**src/hw/rtl/sfd_pkg.sv**
```systemverilog
`timescale 1ns / 1ps
// ----------------------------------------------------------------------------
// sfd_pkg
// Shared types and constants of the serial frame demultiplexer.
// ----------------------------------------------------------------------------
package sfd_pkg;

    localparam int unsigned FRAME_BYTES_DEF = 16;
    localparam int unsigned QUEUE_DEPTH_DEF = 4;

    localparam logic [7:0] HEAD_RST = 8'hAA;
    localparam logic [7:0] TAIL_RST = 8'h55;
    localparam logic [7:0] KEPT_RST = 8'h11;

    localparam logic [1:0] REG_HEAD = 2'd0;
    localparam logic [1:0] REG_TAIL = 2'd1;
    localparam logic [1:0] REG_KEPT = 2'd2;

    localparam logic KIND_PASS  = 1'b0;
    localparam logic KIND_FRAME = 1'b1;

    typedef struct packed {
        logic [7:0] head;
        logic [7:0] tail;
        logic [7:0] kept;
    } t_cfg;

    typedef struct packed {
        logic       kind;
        logic [7:0] data;
        logic       last;
    } t_word;

endpackage

```
**src/hw/rtl/sfd_front.sv**
```systemverilog
`timescale 1ns / 1ps
// ----------------------------------------------------------------------------
// sfd_front
// Accepts bytes, holds the frame window, checks tail and type, and sequences
// frame output and false-head re-scans into the word queue.
// ----------------------------------------------------------------------------
module sfd_front
    import sfd_pkg::*;
#(
    parameter int unsigned FRAME_BYTES = FRAME_BYTES_DEF
) (
    input  logic       i_clk,
    input  logic       i_rst_n,
    input  logic       i_s_valid,
    output logic       o_s_ready,
    input  logic [7:0] i_s_byte,
    input  t_cfg       i_cfg,
    output logic       o_push,
    output t_word      o_word,
    input  logic       i_full
);

    localparam int unsigned AW = $clog2(FRAME_BYTES);
    localparam int unsigned CW = $clog2(FRAME_BYTES + 1);
    localparam logic [AW:0]   N_A      = (AW + 1)'(FRAME_BYTES);
    localparam logic [CW-1:0] N_C      = CW'(FRAME_BYTES);
    localparam logic [CW-1:0] HELD_TOP = CW'(FRAME_BYTES - 1);
    localparam logic [AW-1:0] LAST_IDX = AW'(FRAME_BYTES - 1);

    typedef enum logic [2:0] {
        S_IDLE, S_PROC, S_TYPE, S_EMIT, S_SCAN, S_FLUSH
    } t_state;

    function automatic logic [AW-1:0] wrap_add(input logic [AW-1:0] a,
                                               input logic [AW-1:0] k);
        logic [AW:0] s;
        s = {1'b0, a} + {1'b0, k};
        if (s >= N_A) begin
            s = s - N_A;
        end
        return s[AW-1:0];
    endfunction

    t_state        r_state, n_state;
    logic [7:0]    r_byte, n_byte;
    logic [AW-1:0] r_base, n_base;
    logic [CW-1:0] r_held, n_held;
    logic [AW-1:0] r_idx, n_idx;
    logic [7:0]    r_pend, n_pend;
    logic          r_pend_vld, n_pend_vld;

    logic [7:0]    r_mem [FRAME_BYTES];
    logic [7:0]    r_rd_data;
    logic          w_we, w_re;
    logic [AW-1:0] w_wa, w_ra;

    assign o_s_ready = (r_state == S_IDLE);

    always_comb begin
        n_state    = r_state;
        n_byte     = r_byte;
        n_base     = r_base;
        n_held     = r_held;
        n_idx      = r_idx;
        n_pend     = r_pend;
        n_pend_vld = r_pend_vld;
        o_push     = 1'b0;
        o_word     = '0;
        w_we       = 1'b0;
        w_wa       = r_base;
        w_re       = 1'b0;
        w_ra       = r_base;
        unique case (r_state)
            S_IDLE: begin
                if (i_s_valid) begin
                    n_byte  = i_s_byte;
                    n_state = S_PROC;
                end
            end
            S_PROC: begin
                if (r_held == '0) begin
                    if (r_byte != i_cfg.head) begin
                        if (!i_full) begin
                            o_push  = 1'b1;
                            o_word  = '{kind: KIND_PASS, data: r_byte, last: 1'b1};
                            n_state = S_IDLE;
                        end
                    end else begin
                        w_we    = 1'b1;
                        n_held  = CW'(1);
                        n_state = S_IDLE;
                    end
                end else begin
                    w_we = 1'b1;
                    w_wa = wrap_add(r_base, r_held[AW-1:0]);
                    if (r_held != HELD_TOP) begin
                        n_held  = r_held + CW'(1);
                        n_state = S_IDLE;
                    end else begin
                        n_held = '0;
                        w_re   = 1'b1;
                        w_ra   = wrap_add(r_base, AW'(1));
                        if (r_byte == i_cfg.tail) begin
                            n_state = S_TYPE;
                        end else begin
                            n_idx      = AW'(1);
                            n_pend_vld = 1'b0;
                            n_state    = S_SCAN;
                        end
                    end
                end
            end
            S_TYPE: begin
                if (r_rd_data == i_cfg.kept) begin
                    w_re    = 1'b1;
                    n_idx   = '0;
                    n_state = S_EMIT;
                end else begin
                    n_state = S_IDLE;
                end
            end
            S_EMIT: begin
                if (!i_full) begin
                    o_push = 1'b1;
                    o_word = '{kind: KIND_FRAME, data: r_rd_data,
                               last: (r_idx == LAST_IDX)};
                    if (r_idx == LAST_IDX) begin
                        n_state = S_IDLE;
                    end else begin
                        n_idx = r_idx + AW'(1);
                        w_re  = 1'b1;
                        w_ra  = wrap_add(r_base, n_idx);
                    end
                end
            end
            S_SCAN: begin
                if (!r_pend_vld || !i_full) begin
                    if (r_rd_data == i_cfg.head) begin
                        if (r_pend_vld) begin
                            o_push = 1'b1;
                            o_word = '{kind: KIND_PASS, data: r_pend, last: 1'b1};
                        end
                        n_pend_vld = 1'b0;
                        n_base     = wrap_add(r_base, r_idx);
                        n_held     = N_C - CW'(r_idx);
                        n_state    = S_IDLE;
                    end else begin
                        if (r_pend_vld) begin
                            o_push = 1'b1;
                            o_word = '{kind: KIND_PASS, data: r_pend, last: 1'b0};
                        end
                        n_pend     = r_rd_data;
                        n_pend_vld = 1'b1;
                        if (r_idx == LAST_IDX) begin
                            n_state = S_FLUSH;
                        end else begin
                            n_idx = r_idx + AW'(1);
                            w_re  = 1'b1;
                            w_ra  = wrap_add(r_base, n_idx);
                        end
                    end
                end
            end
            S_FLUSH: begin
                if (!i_full) begin
                    o_push     = 1'b1;
                    o_word     = '{kind: KIND_PASS, data: r_pend, last: 1'b1};
                    n_pend_vld = 1'b0;
                    n_state    = S_IDLE;
                end
            end
            default: begin
                n_state = S_IDLE;
            end
        endcase
    end

    always_ff @(posedge i_clk) begin
        if (!i_rst_n) begin
            r_state    <= S_IDLE;
            r_base     <= '0;
            r_held     <= '0;
            r_idx      <= '0;
            r_pend_vld <= 1'b0;
        end else begin
            r_state    <= n_state;
            r_base     <= n_base;
            r_held     <= n_held;
            r_idx      <= n_idx;
            r_pend_vld <= n_pend_vld;
        end
        r_byte <= n_byte;
        r_pend <= n_pend;
    end

    always_ff @(posedge i_clk) begin
        if (w_we) begin
            r_mem[w_wa] <= r_byte;
        end
        if (w_re) begin
            r_rd_data <= r_mem[w_ra];
        end
    end

endmodule

```
**src/hw/rtl/sfd_queue.sv**
```systemverilog
`timescale 1ns / 1ps
// ----------------------------------------------------------------------------
// sfd_queue
// Small word queue between the front sequencer and the output stage.
// ----------------------------------------------------------------------------
module sfd_queue
    import sfd_pkg::*;
#(
    parameter int unsigned DEPTH = QUEUE_DEPTH_DEF
) (
    input  logic  i_clk,
    input  logic  i_rst_n,
    input  logic  i_push,
    input  t_word i_word,
    output logic  o_full,
    input  logic  i_pop,
    output t_word o_word,
    output logic  o_empty
);

    localparam int unsigned PW = (DEPTH > 1) ? $clog2(DEPTH) : 1;
    localparam int unsigned CW = $clog2(DEPTH + 1);
    localparam logic [PW-1:0] PTR_TOP = PW'(DEPTH - 1);
    localparam logic [CW-1:0] CNT_TOP = CW'(DEPTH);

    t_word         r_buf [DEPTH];
    logic [PW-1:0] r_wp, r_rp;
    logic [CW-1:0] r_cnt;

    assign o_full  = (r_cnt == CNT_TOP);
    assign o_empty = (r_cnt == '0);
    assign o_word  = r_buf[r_rp];

    always_ff @(posedge i_clk) begin
        if (!i_rst_n) begin
            r_wp  <= '0;
            r_rp  <= '0;
            r_cnt <= '0;
        end else begin
            if (i_push) begin
                r_wp <= (r_wp == PTR_TOP) ? '0 : r_wp + PW'(1);
            end
            if (i_pop) begin
                r_rp <= (r_rp == PTR_TOP) ? '0 : r_rp + PW'(1);
            end
            if (i_push && !i_pop) begin
                r_cnt <= r_cnt + CW'(1);
            end else if (!i_push && i_pop) begin
                r_cnt <= r_cnt - CW'(1);
            end
        end
        if (i_push) begin
            r_buf[r_wp] <= i_word;
        end
    end

endmodule

```
**src/hw/rtl/sfd_back.sv**
```systemverilog
`timescale 1ns / 1ps
// ----------------------------------------------------------------------------
// sfd_back
// Output register stage: pulls words from the queue onto the master stream.
// ----------------------------------------------------------------------------
module sfd_back
    import sfd_pkg::*;
(
    input  logic       i_clk,
    input  logic       i_rst_n,
    input  t_word      i_word,
    input  logic       i_empty,
    output logic       o_pop,
    output logic       o_m_tvalid,
    input  logic       i_m_tready,
    output logic [7:0] o_m_tdata,
    output logic       o_m_tuser,
    output logic       o_m_tlast
);

    logic  r_vld;
    t_word r_word;

    assign o_pop      = !i_empty && (!r_vld || i_m_tready);
    assign o_m_tvalid = r_vld;
    assign o_m_tdata  = r_word.data;
    assign o_m_tuser  = r_word.kind;
    assign o_m_tlast  = r_word.last;

    always_ff @(posedge i_clk) begin
        if (!i_rst_n) begin
            r_vld <= 1'b0;
        end else if (o_pop) begin
            r_vld <= 1'b1;
        end else if (i_m_tready) begin
            r_vld <= 1'b0;
        end
        if (o_pop) begin
            r_word <= i_word;
        end
    end

endmodule

```
**src/hw/rtl/serial_frame_demultiplexer_top.sv**
```systemverilog
`timescale 1ns / 1ps
// ----------------------------------------------------------------------------
// serial_frame_demultiplexer_top
// Splits a received byte stream into passthrough bytes and fixed-length
// head/tail frames of the selected type.
// Flow: a kept frame streams 1 word per cycle while the queue is not full;
//   the front takes no new byte while it processes one, and holds longer
//   for a frame end or false-head re-scan.
// Reset: synchronous, active low; clears control and registers, not window.
// ----------------------------------------------------------------------------
module serial_frame_demultiplexer_top
    import sfd_pkg::*;
#(
    parameter int unsigned FRAME_BYTES = FRAME_BYTES_DEF,
    parameter int unsigned QUEUE_DEPTH = QUEUE_DEPTH_DEF
) (
    input  logic        i_clk,
    input  logic        i_rst_n,
    input  logic        i_s_tvalid,
    output logic        o_s_tready,
    input  logic [7:0]  i_s_tdata,   // [7:0] in_byte
    output logic        o_m_tvalid,
    input  logic        i_m_tready,
    output logic [7:0]  o_m_tdata,   // [7:0] out_byte
    output logic        o_m_tuser,   // [0] kind
    output logic        o_m_tlast,
    input  logic        i_psel,
    input  logic        i_penable,
    input  logic        i_pwrite,
    input  logic [3:0]  i_paddr,
    input  logic [31:0] i_pwdata,
    output logic [31:0] o_prdata,
    output logic        o_pready
);

    t_cfg  r_cfg;
    logic  w_wr;
    logic  w_push, w_full, w_pop, w_empty;
    t_word w_front_word, w_queue_word;

    assign o_pready = 1'b1;
    assign w_wr     = i_psel && i_penable && i_pwrite;

    always_ff @(posedge i_clk) begin
        if (!i_rst_n) begin
            r_cfg <= '{head: HEAD_RST, tail: TAIL_RST, kept: KEPT_RST};
        end else if (w_wr) begin
            unique case (i_paddr[3:2])
                REG_HEAD: r_cfg.head <= i_pwdata[7:0];
                REG_TAIL: r_cfg.tail <= i_pwdata[7:0];
                REG_KEPT: r_cfg.kept <= i_pwdata[7:0];
                default:  ;
            endcase
        end
    end

    always_comb begin
        unique case (i_paddr[3:2])
            REG_HEAD: o_prdata = {24'd0, r_cfg.head};
            REG_TAIL: o_prdata = {24'd0, r_cfg.tail};
            REG_KEPT: o_prdata = {24'd0, r_cfg.kept};
            default:  o_prdata = '0;
        endcase
    end

    sfd_front #(
        .FRAME_BYTES(FRAME_BYTES)
    ) u_front (
        .i_clk    (i_clk),
        .i_rst_n  (i_rst_n),
        .i_s_valid(i_s_tvalid),
        .o_s_ready(o_s_tready),
        .i_s_byte (i_s_tdata),
        .i_cfg    (r_cfg),
        .o_push   (w_push),
        .o_word   (w_front_word),
        .i_full   (w_full)
    );

    sfd_queue #(
        .DEPTH(QUEUE_DEPTH)
    ) u_queue (
        .i_clk  (i_clk),
        .i_rst_n(i_rst_n),
        .i_push (w_push),
        .i_word (w_front_word),
        .o_full (w_full),
        .i_pop  (w_pop),
        .o_word (w_queue_word),
        .o_empty(w_empty)
    );

    sfd_back u_back (
        .i_clk     (i_clk),
        .i_rst_n   (i_rst_n),
        .i_word    (w_queue_word),
        .i_empty   (w_empty),
        .o_pop     (w_pop),
        .o_m_tvalid(o_m_tvalid),
        .i_m_tready(i_m_tready),
        .o_m_tdata (o_m_tdata),
        .o_m_tuser (o_m_tuser),
        .o_m_tlast (o_m_tlast)
    );

    a_no_overflow: assert property (@(posedge i_clk) disable iff (!i_rst_n)
        !(w_push && w_full))
        else $error("word pushed into full queue");

    a_no_underflow: assert property (@(posedge i_clk) disable iff (!i_rst_n)
        !(w_pop && w_empty))
        else $error("word popped from empty queue");

    a_one_at_a_time: assert property (@(posedge i_clk) disable iff (!i_rst_n)
        (i_s_tvalid && o_s_tready) |=> !o_s_tready)
        else $error("front took a word while busy");

endmodule

```
**config.mk**
```make
export PLATFORM = sky130hd
export DESIGN_NAME = serial_frame_demultiplexer_top
export DESIGN_NICKNAME = d
export VERILOG_FILES = /design/src/hw/rtl/sfd_pkg.sv /design/src/hw/rtl/sfd_front.sv /design/src/hw/rtl/sfd_queue.sv /design/src/hw/rtl/sfd_back.sv /design/src/hw/rtl/serial_frame_demultiplexer_top.sv
export SDC_FILE = /design/constraint.sdc
export NUM_CORES = 1
export LEC_CHECK = 0
export BUFFER_PORTS_ARGS = -buffer_cell sky130_fd_sc_hd__buf_2
export CAP_MARGIN = 15
export CELL_PAD_IN_SITES_DETAIL_PLACEMENT = 0
export CELL_PAD_IN_SITES_GLOBAL_PLACEMENT = 2
export CORE_ASPECT_RATIO = 1.25
export CORE_UTILIZATION = 47
export CTS_BUF_LIST = sky130_fd_sc_hd__clkbuf_4 sky130_fd_sc_hd__clkbuf_8
export DETAILED_ROUTE_END_ITERATION = 7
export PLACE_DENSITY_LB_ADDON = 0.12
export SYNTH_ARGS = -nofsm -noshare
export SYNTH_HDL_FRONTEND = slang
export SYNTH_SLANG_ARGS = --single-unit
```
**constraint.sdc**
```tcl
create_clock -name i_clk -period 10.25 [get_ports i_clk]
set_input_delay 0.5125 -clock i_clk [delete_from_list [all_inputs] [get_ports i_clk]]
set_output_delay 0.5125 -clock i_clk [all_outputs]
set_load 0.02 [all_outputs]
```
Word level (Yosys, flattened, before mapping)
Memories as Yosys holds them, arrays and structs flattened. A register that Yosys moved wholly into a read port is not among the register bits.
Index checks and enable logic that the tools add are counted.
- bits in registers: 65
- bits in writable memories: 168
- input bits: 51
- output and inout port bits: 45
- word-level logic and storage cells: 184
- memories: 2
- add/sub/neg operators: 15
- order comparisons: 4
- eq/ne operators: 29
- mux-type cells: 86
- bitwise gates (word level): 1
- reductions and logical operators: 33
- memories (memory ; depth ; width ; read ports ; clocked after memory_dff ; wr ports ; RTL line ; source):
    u_front.r_mem ; 16 ; 8 ; 1 ; 1 ; 1 ; sfd_front.sv:52 ; logic [7:0] r_mem [FRAME_BYTES];
    u_queue.r_buf ; 4 ; 10 ; 1 ; 1 ; 1 ; sfd_queue.sv:26 ; t_word r_buf [DEPTH];
- operators with widths (kind ; number):
    4-bit 2-to-1 mux ; 20
    10-bit 2-to-1 mux ; 5
    10-bit case mux with 4 select lines ; 1
    3-bit 2-to-1 mux ; 13
    9-bit 2-to-1 mux ; 4
    1-bit 2-to-1 mux ; 27
    5-bit 2-to-1 mux ; 5
    8-bit == test ; 3
    8-bit case mux with 3 select lines ; 1
    5-bit greater-or-equal comparator (second input constant) ; 4
    3-bit case mux with 6 select lines ; 1
    4-bit case mux with 4 select lines ; 1
    4-bit by 1-bit subtractor with 4-bit output (second input constant) ; 4
    4-bit by 4-bit adder with 5-bit output ; 3
    2-bit inequality test (second input constant) ; 7
    4-bit case mux with 3 select lines ; 1
    5-bit case mux with 2 select lines ; 1
    3-bit == test (second input constant) ; 3
    2-bit by 1-bit inequality test with 1-bit output (second input constant) ; 4
    8-bit inequality test ; 1
    2-bit AND reduction ; 4
    8-bit AND reduction ; 1
    2-bit == test (second input constant) ; 3
    3-bit by 2-bit == test with 1-bit output (second input constant) ; 2
    31 further kinds ; 49

Longest topological paths before layout
Gate-level depths: netlist of the first run.
- depth after elaboration: 9
- depth in mapped cells: 14
- depth with buffers taken out: 13

Hierarchy
From an unflattened synthesis of the first run, not the netlist that was laid out.
- cells, all modules: 874
- area total of the unflattened synthesis: 11842.6 um^2
- by module, submodules not included (module ; times used ; cells an instance ; area each (um^2) ; seq. area each (um^2)):
    sfd_front ; 1 ; 611 ; 8217.9 ; 4904.7
    sfd_queue ; 1 ; 96 ; 1900.6 ; 1381.3
    serial_frame_demultiplexer_top ; 1 ; 153 ; 1380.1 ; 480.5
    sfd_back ; 1 ; 14 ; 344.1 ; 320.3

Worst setup path before layout of the first run
Ideal clock, no wire load.
- path type: register to register
- start point: reg u_front.r_held[1]
- end point: reg u_queue.r_cnt[2]
- library setup time: 0.076 ns
- arrival time: 3.405 ns
- required time: 10.174 ns
- path slack: 6.769 ns
- cell stages (with the launch flop): 15
- path buffers: 1
- period minus slack after synthesis: 3.481 ns
- path through: dfxtp_1 inv_1 ha_1 or4b_2 a21oi_1 nand2_1 nor2_1 or3_1 clkbuf_1 ha_1 inv_1 fa_1 xor2_1 or3_1 a21boi_0
- cells in the longest elaborated chain, start to end: 6
- elaborated cells on any way between the ends: 8
- those cells by class: 3 x mux; 5 x reduce/logical
- ends and longest elaborated chain (element ; RTL line ; source):
    from (decl) ; sfd_front.sv:47 ; logic [CW-1:0] r_held, n_held;
    from (signal assigned) ; sfd_front.sv:188 ; r_held <= n_held;
    5-bit zero test (*) ; sfd_front.sv:81 ; if (r_held == '0) begin
    1-bit 2-to-1 mux (*) ; sfd_front.sv:81 ;
    1-bit case mux with 3 select lines (*) ; sfd_front.sv:73 ; unique case (r_state)
    named net u_front.o_push ; sfd_front.sv:18 ; output logic o_push,
    1-bit zero test ; sfd_queue.sv:48 ; end else if (!i_push && i_pop) begin
    1-bit logical AND ; sfd_queue.sv:48 ;
    2-bit nonzero test (no line) ; -- ;
    to (signal assigned) ; sfd_queue.sv:47 ; r_cnt <= r_cnt + CW'(1);
    to (signal assigned) ; sfd_queue.sv:49 ; r_cnt <= r_cnt - CW'(1);
    to (decl) ; sfd_queue.sv:28 ; logic [CW-1:0] r_cnt;
Mark *: on every way through the listed nets, which the timed path passes. The rest lies on a longest branch.
A chain may end at the register's enable or synchronous reset.

Worst setup path in the final report of the first run
- start point: reg u_front.r_state[0]
- end point: reg u_front.r_rd_data[4] (read register of u_front.r_mem), data pin
- cells in the longest elaborated chain, start to end: 2
- elaborated cells on any way between the ends: 6
- those cells by class: 4 x eq/ne; 2 x mux
- ends and longest elaborated chain (element ; RTL line ; source):
    from (decl) ; sfd_front.sv:44 ; t_state r_state, n_state;
    from (signal assigned) ; sfd_front.sv:186 ; r_state <= n_state;
    3-bit == test, or another cell as far along ; sfd_front.sv:73 ;
    1-bit case mux with 4 select lines / 4-bit case mux with 3 select lines (equally long branches) ; sfd_front.sv:73 ;
    to (decl) ; sfd_front.sv:53 ; logic [7:0] r_rd_data;
Several ways; a longest one is shown, not always the timed one.

==> results.sh, run 1 <==
export IMPL_status="complete, but fails checks"
export IMPL_violations="DRC"
export IMPL_layout_cells_most_common_list="edfxtp_1 (202), mux2i_1 (104), dfxtp_1 (49)"
export IMPL_combPwrFrac_pct=10.7
export IMPL_maximum_number_of_pins_on_one_net_before_global_route_repair=65
export IMPL_finalSetupTns_ns=0
export IMPL_holdWs_ns=0.1384
export IMPL_number_of_inserted_diodes=0
export IMPL_timing_final_crit_period_ns=4.533
export IMPL_timing_final_max_slew_violations=0
export IMPL_vias=6836
export IMPL_finalSetupViolCount=0
export IMPL_hold_violations=0
export IMPL_total_of_hold_buffers_inserted_after_clock_tree_synthesis=0
export IMPL_grt_first_pass_wirelength_mm=39.14
export IMPL_postSynth_topFlopCell="edfxtp_1"
export IMPL_setup_worst_path_end_class="register"
export IMPL_place_detailed_hpwl_mm=17.66
export IMPL_async_flop_share_pct=0
export IMPL_power_switching_mw=0.5845
export IMPL_fin_crit_sh_pct=44.22
export IMPL_post_route_util_pct=53.61
export IMPL_timing_worst_slew_pin_value_ns=1.092
export IMPL_cts_sink_count=251
export IMPL_critical_path_class="reg2reg"
export IMPL_die_h_um=176.9
export IMPL_yosys_warnings=0
export IMPL_grt_usage_pct=21.03
export IMPL_synth_largest_area_cell="edfxtp_1"
export IMPL_post_layout_total_power_mw=2.373
export IMPL_first_global_vias=6960
export IMPL_cell_int_power_mw=1.788
export IMPL_synth_sequential_area_ratio_pct=61.24
export IMPL_area_of_the_die_mm2=0.02511
export IMPL_postCtsSetupRepairBufs=0
export IMPL_fp_row_count=63
export IMPL_count_of_tritonroute_iterations_in_the_first_routing_pass=8
export IMPL_setup_repair_after_global_routing_missed_its_margin="no"
export IMPL_initial_antenna_violation_count=0
export IMPL_fp_dieW_um=141.9
export IMPL_portBuffers=44
export IMPL_tritoncts="built"
export IMPL_total_of_fill_cells_in_the_finished_design=2037
export IMPL_crit_path_max_fanout=64
export IMPL_largest_cells_by_area_after_synthesis="edfxtp_1 (53%), mux2i_1 (9.0%), dfxtp_1 (8.5%), o32ai_1 (2.5%), xor2_1 (2.5%)"
export IMPL_maxUsedRoutingLayer="met4"
export IMPL_final_common_cell="edfxtp_1"
export IMPL_syn_area_mm2=0.01151
export IMPL_postCtsResizedCells=0
export IMPL_multi_input_area_mm2=0.004064
export IMPL_pwr_density_cell_mw_per_mm2=185.3
export IMPL_layout_area_seq_mm2=0.007047
export IMPL_dp_cells=1176
export IMPL_synth_seq_cells=251
export IMPL_clkTransAtPathRegs_ns=0.07
export IMPL_critical_path_arrival_ns=4.82
export IMPL_routed_wl_met3_um=884
export IMPL_drive_gt1_share_pct=16.22
export IMPL_antenna_violating_nets_post_route=0
export IMPL_pwr_share_seq_pct=50.7
export IMPL_tritoncts_num_buffers=40
export IMPL_post_route_drc_count=1
export IMPL_maxSlewHeadroom_pct=26.94
export IMPL_worst_skew_pair_late_latency_ns=0.56
export IMPL_power_share_switching_pct=24.63
export IMPL_start_kind="register"
export IMPL_gp_congestion=0.8153
export IMPL_critical_path_required_ns=10.54
export IMPL_wl_per_cell_um=20.39
export IMPL_globalRoute_totalOverflow=0
export IMPL_timing_hold_worst_class="in2reg"
export IMPL_clock_tree_buffer_depth=3
export IMPL_finalClockSkew_ns=0.03152
export IMPL_yosysUniqueCellTypes=67
export IMPL_leakage_dissipation_nw=4.368
export IMPL_root_buffer="clkbuf_8"
export IMPL_detail_route_vias_per_cell=5.469
export IMPL_detailedRoute_firstIterationViolations=425
export IMPL_ios=96
export IMPL_synth_edff_count=202
export IMPL_synthesis_area_per_instance_um2=13.85
export IMPL_initial_core_util_pct=48.17
export IMPL_area_growth_synth_to_final_pct=11.28
export IMPL_max_cap_violations=0
export IMPL_netlist_area_leader_share_pct=52.72
export IMPL_number_of_h_tree_branching_levels=2
export IMPL_drt_wl_total_mm=25.49
export IMPL_maxClockFrequency_ghz=0.2206
export IMPL_finish_cell_count_without_fillers=1250
export IMPL_synthesis_instances=831
export IMPL_core_box_area_mm2=0.02388
export IMPL_route_layer_met1_wl_mm=9.929
export IMPL_vdd_drop_max_mv=0.1741
export IMPL_finish_net_count=968
export IMPL_wl_met2_mm=13.93
export IMPL_share_clk_of_total_power_pct=38.6
-- registers in the layout, indices dropped and copies added, names as in the netlist --
register / count
u_front.r_mem: 128
u_queue.r_buf: 40
r_cfg: 24
u_back.o_m_tdata: 8
u_front.r_byte: 8
u_front.r_pend: 8
u_front.r_rd_data: 8
u_front.r_held: 5
u_front.r_base: 4
u_front.r_idx: 4
u_front.r_state: 3
u_queue.r_cnt: 3
u_queue.r_rp: 2
u_queue.r_wp: 2
u_back.o_m_tlast: 1
u_back.o_m_tuser: 1
u_back.o_m_tvalid: 1
u_front.r_pend_vld: 1
-- worst max-delay path, cell delays in order (launching register included) --
cell	delay, ns
dfxtp_1	0.60
nor2b_1	0.38
nand2_1	0.12
nor2_1	0.84
o211ai_1	0.22
o211ai_1	0.14
buf_4	0.83
mux2i_1	0.35
o32ai_1	0.13
or4_1	0.61
-- metal layers --
layer  up-vias  GRT usage (%)
li1       3239              -
met1      3366          23.70
met2       175          39.90
met3        56          3.057
met4         0          7.616
met5         -              0
-- through the flow --
step / cell area (um2) / setup slack (ns)
after global placement: 11930 / 5.912
final: 12800 / 5.717
after floorplan: 11590 / 6.769
after CTS: 12800 / 5.807
after detailed placement: 11930 / 5.787
after global routing: 12800 / 5.465
-- synthesized netlist by cell type (6+ instances only) --
master / instances
a21boi_0: 6
a21oi_1: 20
a222oi_1: 8
and2_1: 12
buf_2: 7
buf_4: 28
buf_6: 6
clkbuf_1: 15
dfxtp_1: 49
edfxtp_1: 202
ha_1: 20
inv_1: 27
mux2i_1: 104
mux4_2: 10
nand2_1: 44
nand2b_1: 9
nand3_1: 7
nor2_1: 35
nor2b_1: 25
nor3_1: 7
o211ai_1: 6
o21ai_0: 17
o32ai_1: 33
or4_1: 8
xnor2_1: 13
xor2_1: 33
-- power groups by stage --
stage	combinational, mW	sequential, mW	clock [mW]
final	0.255	1.20	0.915
after global routing	0.281	1.21	0.977
after CTS	0.260	1.20	0.942
after detailed placement	0.259	1.23	0
after global placement	0.252	1.23	0
after floorplan	0.162	1.24	0
-- area by class of cell --
type / count / area share [%]
inverters: 27 / 0.7916
well taps: 325 / 3.176
repair buffers: 56 / 2.424
multi-input cells: 517 / 31.74
clock inverters: 20 / 1.466
clock buffers: 54 / 5.365
flip-flops and latches: 251 / 55.04
-- logic make-up after synthesis --
family,after synthesis,synth area share (%)
AO/OA/AOI/OAI,128,8.558
flip-flops,251,61.24
multiplexers,115,11.10
other,2,0.06527
adder cells (fa/ha/maj),24,2.871
AND/OR/NAND/NOR,179,8.471
XOR/XNOR,46,3.502
buffers and inverters,86,4.186
-- final timing paths --
path / startpoint / endpoint / slack [ns] / cells past startpoint
worst min register to register: u_back.o_m_tvalid / u_back.o_m_tvalid / 0.48 / 2
worst max-delay path: u_front.r_state[0] / u_front.r_rd_data[4] / 5.72 / 9
worst max register to register: u_front.r_state[0] / u_front.r_rd_data[4] / 5.72 / 9
worst min-delay path: i_s_tdata[5] / u_front.r_byte[5] / 0.14 / 1
(Power assumes the default switching activity.)
==> run 2, diff against run 1 <==
- CORE_UTILIZATION: 47 -> 40
- clock period: 10.25 -> 4 ns (I/O delays scaled with it)
==> run 2 against run 1 <==
Compared with the run above: the run now ends clean; sequential power rose to 2.6 times the previous value; count of clock-buffer cells in the layout fell by 8; critical path depth fell by 1; design area rose by 3.6%; largest cell class unchanged; setup slack got worse by 5.5 ns.
==> results.sh, run 2 (same netlist as run 1, synthesis figures left out) <==
export IMPL_status="finished clean"
export IMPL_maxSlewHeadroom_pct=40.29
export IMPL_slowest_stage="nand2b_1"
export IMPL_first_global_vias=7351
export IMPL_drive_gt1_share_pct=18.31
export IMPL_ios=96
export IMPL_vias=7034
export IMPL_critical_path_reg2reg_startpoint="u_front.r_rd_data[6]"
export IMPL_root_buffer="clkbuf_8"
export IMPL_layout_cells_most_common_list="edfxtp_1 (202), mux2i_1 (104), dfxtp_1 (49)"
export IMPL_post_route_drc_count=0
export IMPL_timing_final_max_slew_violations=0
export IMPL_clock_tree_buffer_depth=3
export IMPL_count_of_tritonroute_iterations_in_the_first_routing_pass=6
export IMPL_clkTransAtPathRegs_ns=0.07
export IMPL_fp_dieW_um=153.7
export IMPL_grt_usage_pct=19.45
export IMPL_worst_path_dominant_cell_family="simple AND/OR/NAND/NOR gates"
export IMPL_postCtsResizedCells=0
export IMPL_worst_r2r_path_depth=8
export IMPL_detailedRoute_firstIterationViolations=340
export IMPL_crit_path_max_fanout=16
export IMPL_timing_hold_worst_class="in2reg"
export IMPL_multi_input_area_mm2=0.004064
export IMPL_fp_row_count=69
export IMPL_biggestRegsByFlops="u_front.r_mem: 128 flops, u_queue.r_buf: 40 flops, r_cfg: 24 flops"
export IMPL_critical_path_required_ns=4.29
export IMPL_largest_reg_flops=128
export IMPL_globalRoute_totalOverflow=0
export IMPL_vdd_drop_max_mv=0.2768
export IMPL_area_growth_synth_to_final_pct=15.32
export IMPL_setup_repair_after_global_routing_missed_its_margin="no"
export IMPL_wl_per_cell_um=21.02
export IMPL_critical_path_buf_inv_count=0
export IMPL_max_cap_violations=0
export IMPL_layout_area_seq_mm2=0.007047
export IMPL_core_box_area_mm2=0.02832
export IMPL_timing_worst_slew_pin_value_ns=0.8956
export IMPL_place_detailed_hpwl_mm=19.79
export IMPL_hold_violations=0
export IMPL_number_of_h_tree_branching_levels=2
export IMPL_initial_core_util_pct=40.63
export IMPL_cp_num_cells=8
export IMPL_critical_path_arrival_ns=4.06
export IMPL_tritoncts="built"
export IMPL_crit_chain="xor2_1 > nor4_4 > a21oi_4 > o21a_4 > o211ai_2 > nand2b_1 > o32ai_1 > or4_1"
export IMPL_worst_setup_path_endpoint="u_front.r_rd_data[1]"
export IMPL_grt_first_pass_wirelength_mm=42.70
export IMPL_number_of_inserted_diodes=0
export IMPL_total_of_hold_buffers_inserted_after_clock_tree_synthesis=17
export IMPL_post_route_util_pct=46.86
export IMPL_gp_congestion=0.8200
export IMPL_detail_route_vias_per_cell=5.301
export IMPL_antenna_violating_nets_post_route=0
export IMPL_maxClockFrequency_ghz=0.2656
export IMPL_portBuffers=44
export IMPL_worst_skew_pair_late_latency_ns=0.57
export IMPL_critical_path_class="reg2reg"
export IMPL_final_common_cell="edfxtp_1"
export IMPL_crit_start="u_front.r_rd_data[6]"
export IMPL_reg2reg_to="u_front.r_rd_data[1]"
export IMPL_initial_antenna_violation_count=0
export IMPL_start_kind="register"
export IMPL_finalSetupViolCount=0
export IMPL_cts_sink_count=251
export IMPL_finalClockSkew_ns=0.03092
export IMPL_leakage_dissipation_nw=4.592
export IMPL_finalSetupTns_ns=0
export IMPL_critical_path_max_stage_delay_ns=0.65
export IMPL_die_h_um=191.6
export IMPL_postCtsSetupRepairBufs=0
export IMPL_setup_worst_path_end_class="register"
export IMPL_biggest_register="u_front.r_mem"
export IMPL_fin_crit_sh_pct=94.13
export IMPL_maximum_number_of_pins_on_one_net_before_global_route_repair=51
export IMPL_finish_net_count=1014
export IMPL_holdPathStages=5
export IMPL_timing_final_crit_period_ns=3.765
export IMPL_r2r_setup_slack_ns=0.23
export IMPL_total_of_fill_cells_in_the_finished_design=2545
export IMPL_drt_wl_total_mm=27.89
export IMPL_area_of_the_die_mm2=0.02945
export IMPL_post_layout_total_power_mw=6.157
export IMPL_pwr_density_cell_mw_per_mm2=464.0
export IMPL_tritoncts_num_buffers=42
## run 2: area by class of cell
cell class | count | share of cell area [%]
Sequential cell | 251 | 53.11
Multi-Input combinational cell | 517 | 30.63
Timing Repair Buffer | 100 | 5.431
Clock buffer | 46 | 4.583
Tap cell | 355 | 3.347
Clock inverter | 31 | 2.140
Inverter | 27 | 0.7638
## run 2: worst min-delay path by stage
stage                     slack (ns)                  to          from
after floorplan                 0.30   u_front.r_byte[0]  i_s_tdata[0]
after global placement          0.39   u_front.r_byte[6]  i_s_tdata[6]
after detailed placement        0.38   u_front.r_byte[6]  i_s_tdata[6]
after CTS                       0.07  u_front.r_state[2]    i_s_tvalid
after global routing            0.11  u_front.r_state[2]    i_s_tvalid
final                            0.1  u_front.r_state[2]    i_s_tvalid
## run 2: power by group
group          internal [mW]  switching (mW)  leakage [nW]
clock network           1.31            1.08         0.450
logic                  0.289           0.384          1.90
registers               2.98           0.105          2.24
total                   4.58            1.57          4.59
## run 2: worst reg2reg max path, cell delays in order, from the launching register on
cell and delay [ns]:
edfxtp_1 0.48, xor2_1 0.21, nor4_4 0.51, a21oi_4 0.21, o21a_4 0.27, o211ai_2 0.30
nand2b_1 0.65, o32ai_1 0.29, or4_1 0.56
## run 2: through the flow
stage | cell area, um2 | instances | setup WS, ns | hold WS [ns]
2_1_floorplan | 11590 | 854 | 0.5194 | 0.2989
3_3_place_gp | 12210 | 1233 | 0.3527 | 0.3872
3_5_place_dp | 12210 | 1233 | 0.2627 | 0.3782
4_1_cts | 13270 | 1327 | 0.2518 | 0.06642
5_1_grt | 13270 | 1327 | 0.06964 | 0.1051
6_report | 13270 | 1327 | 0.2349 | 0.09836
## run 2: routing by layer
layer  vias up  GRT usage, %  share of wire (%)
li1       3335             -                  -
met1      3472         22.90                 41
met5         -             0                  0
met2       157         35.00                 52
met3        70         3.136                3.6
met4         0         8.462                3.4
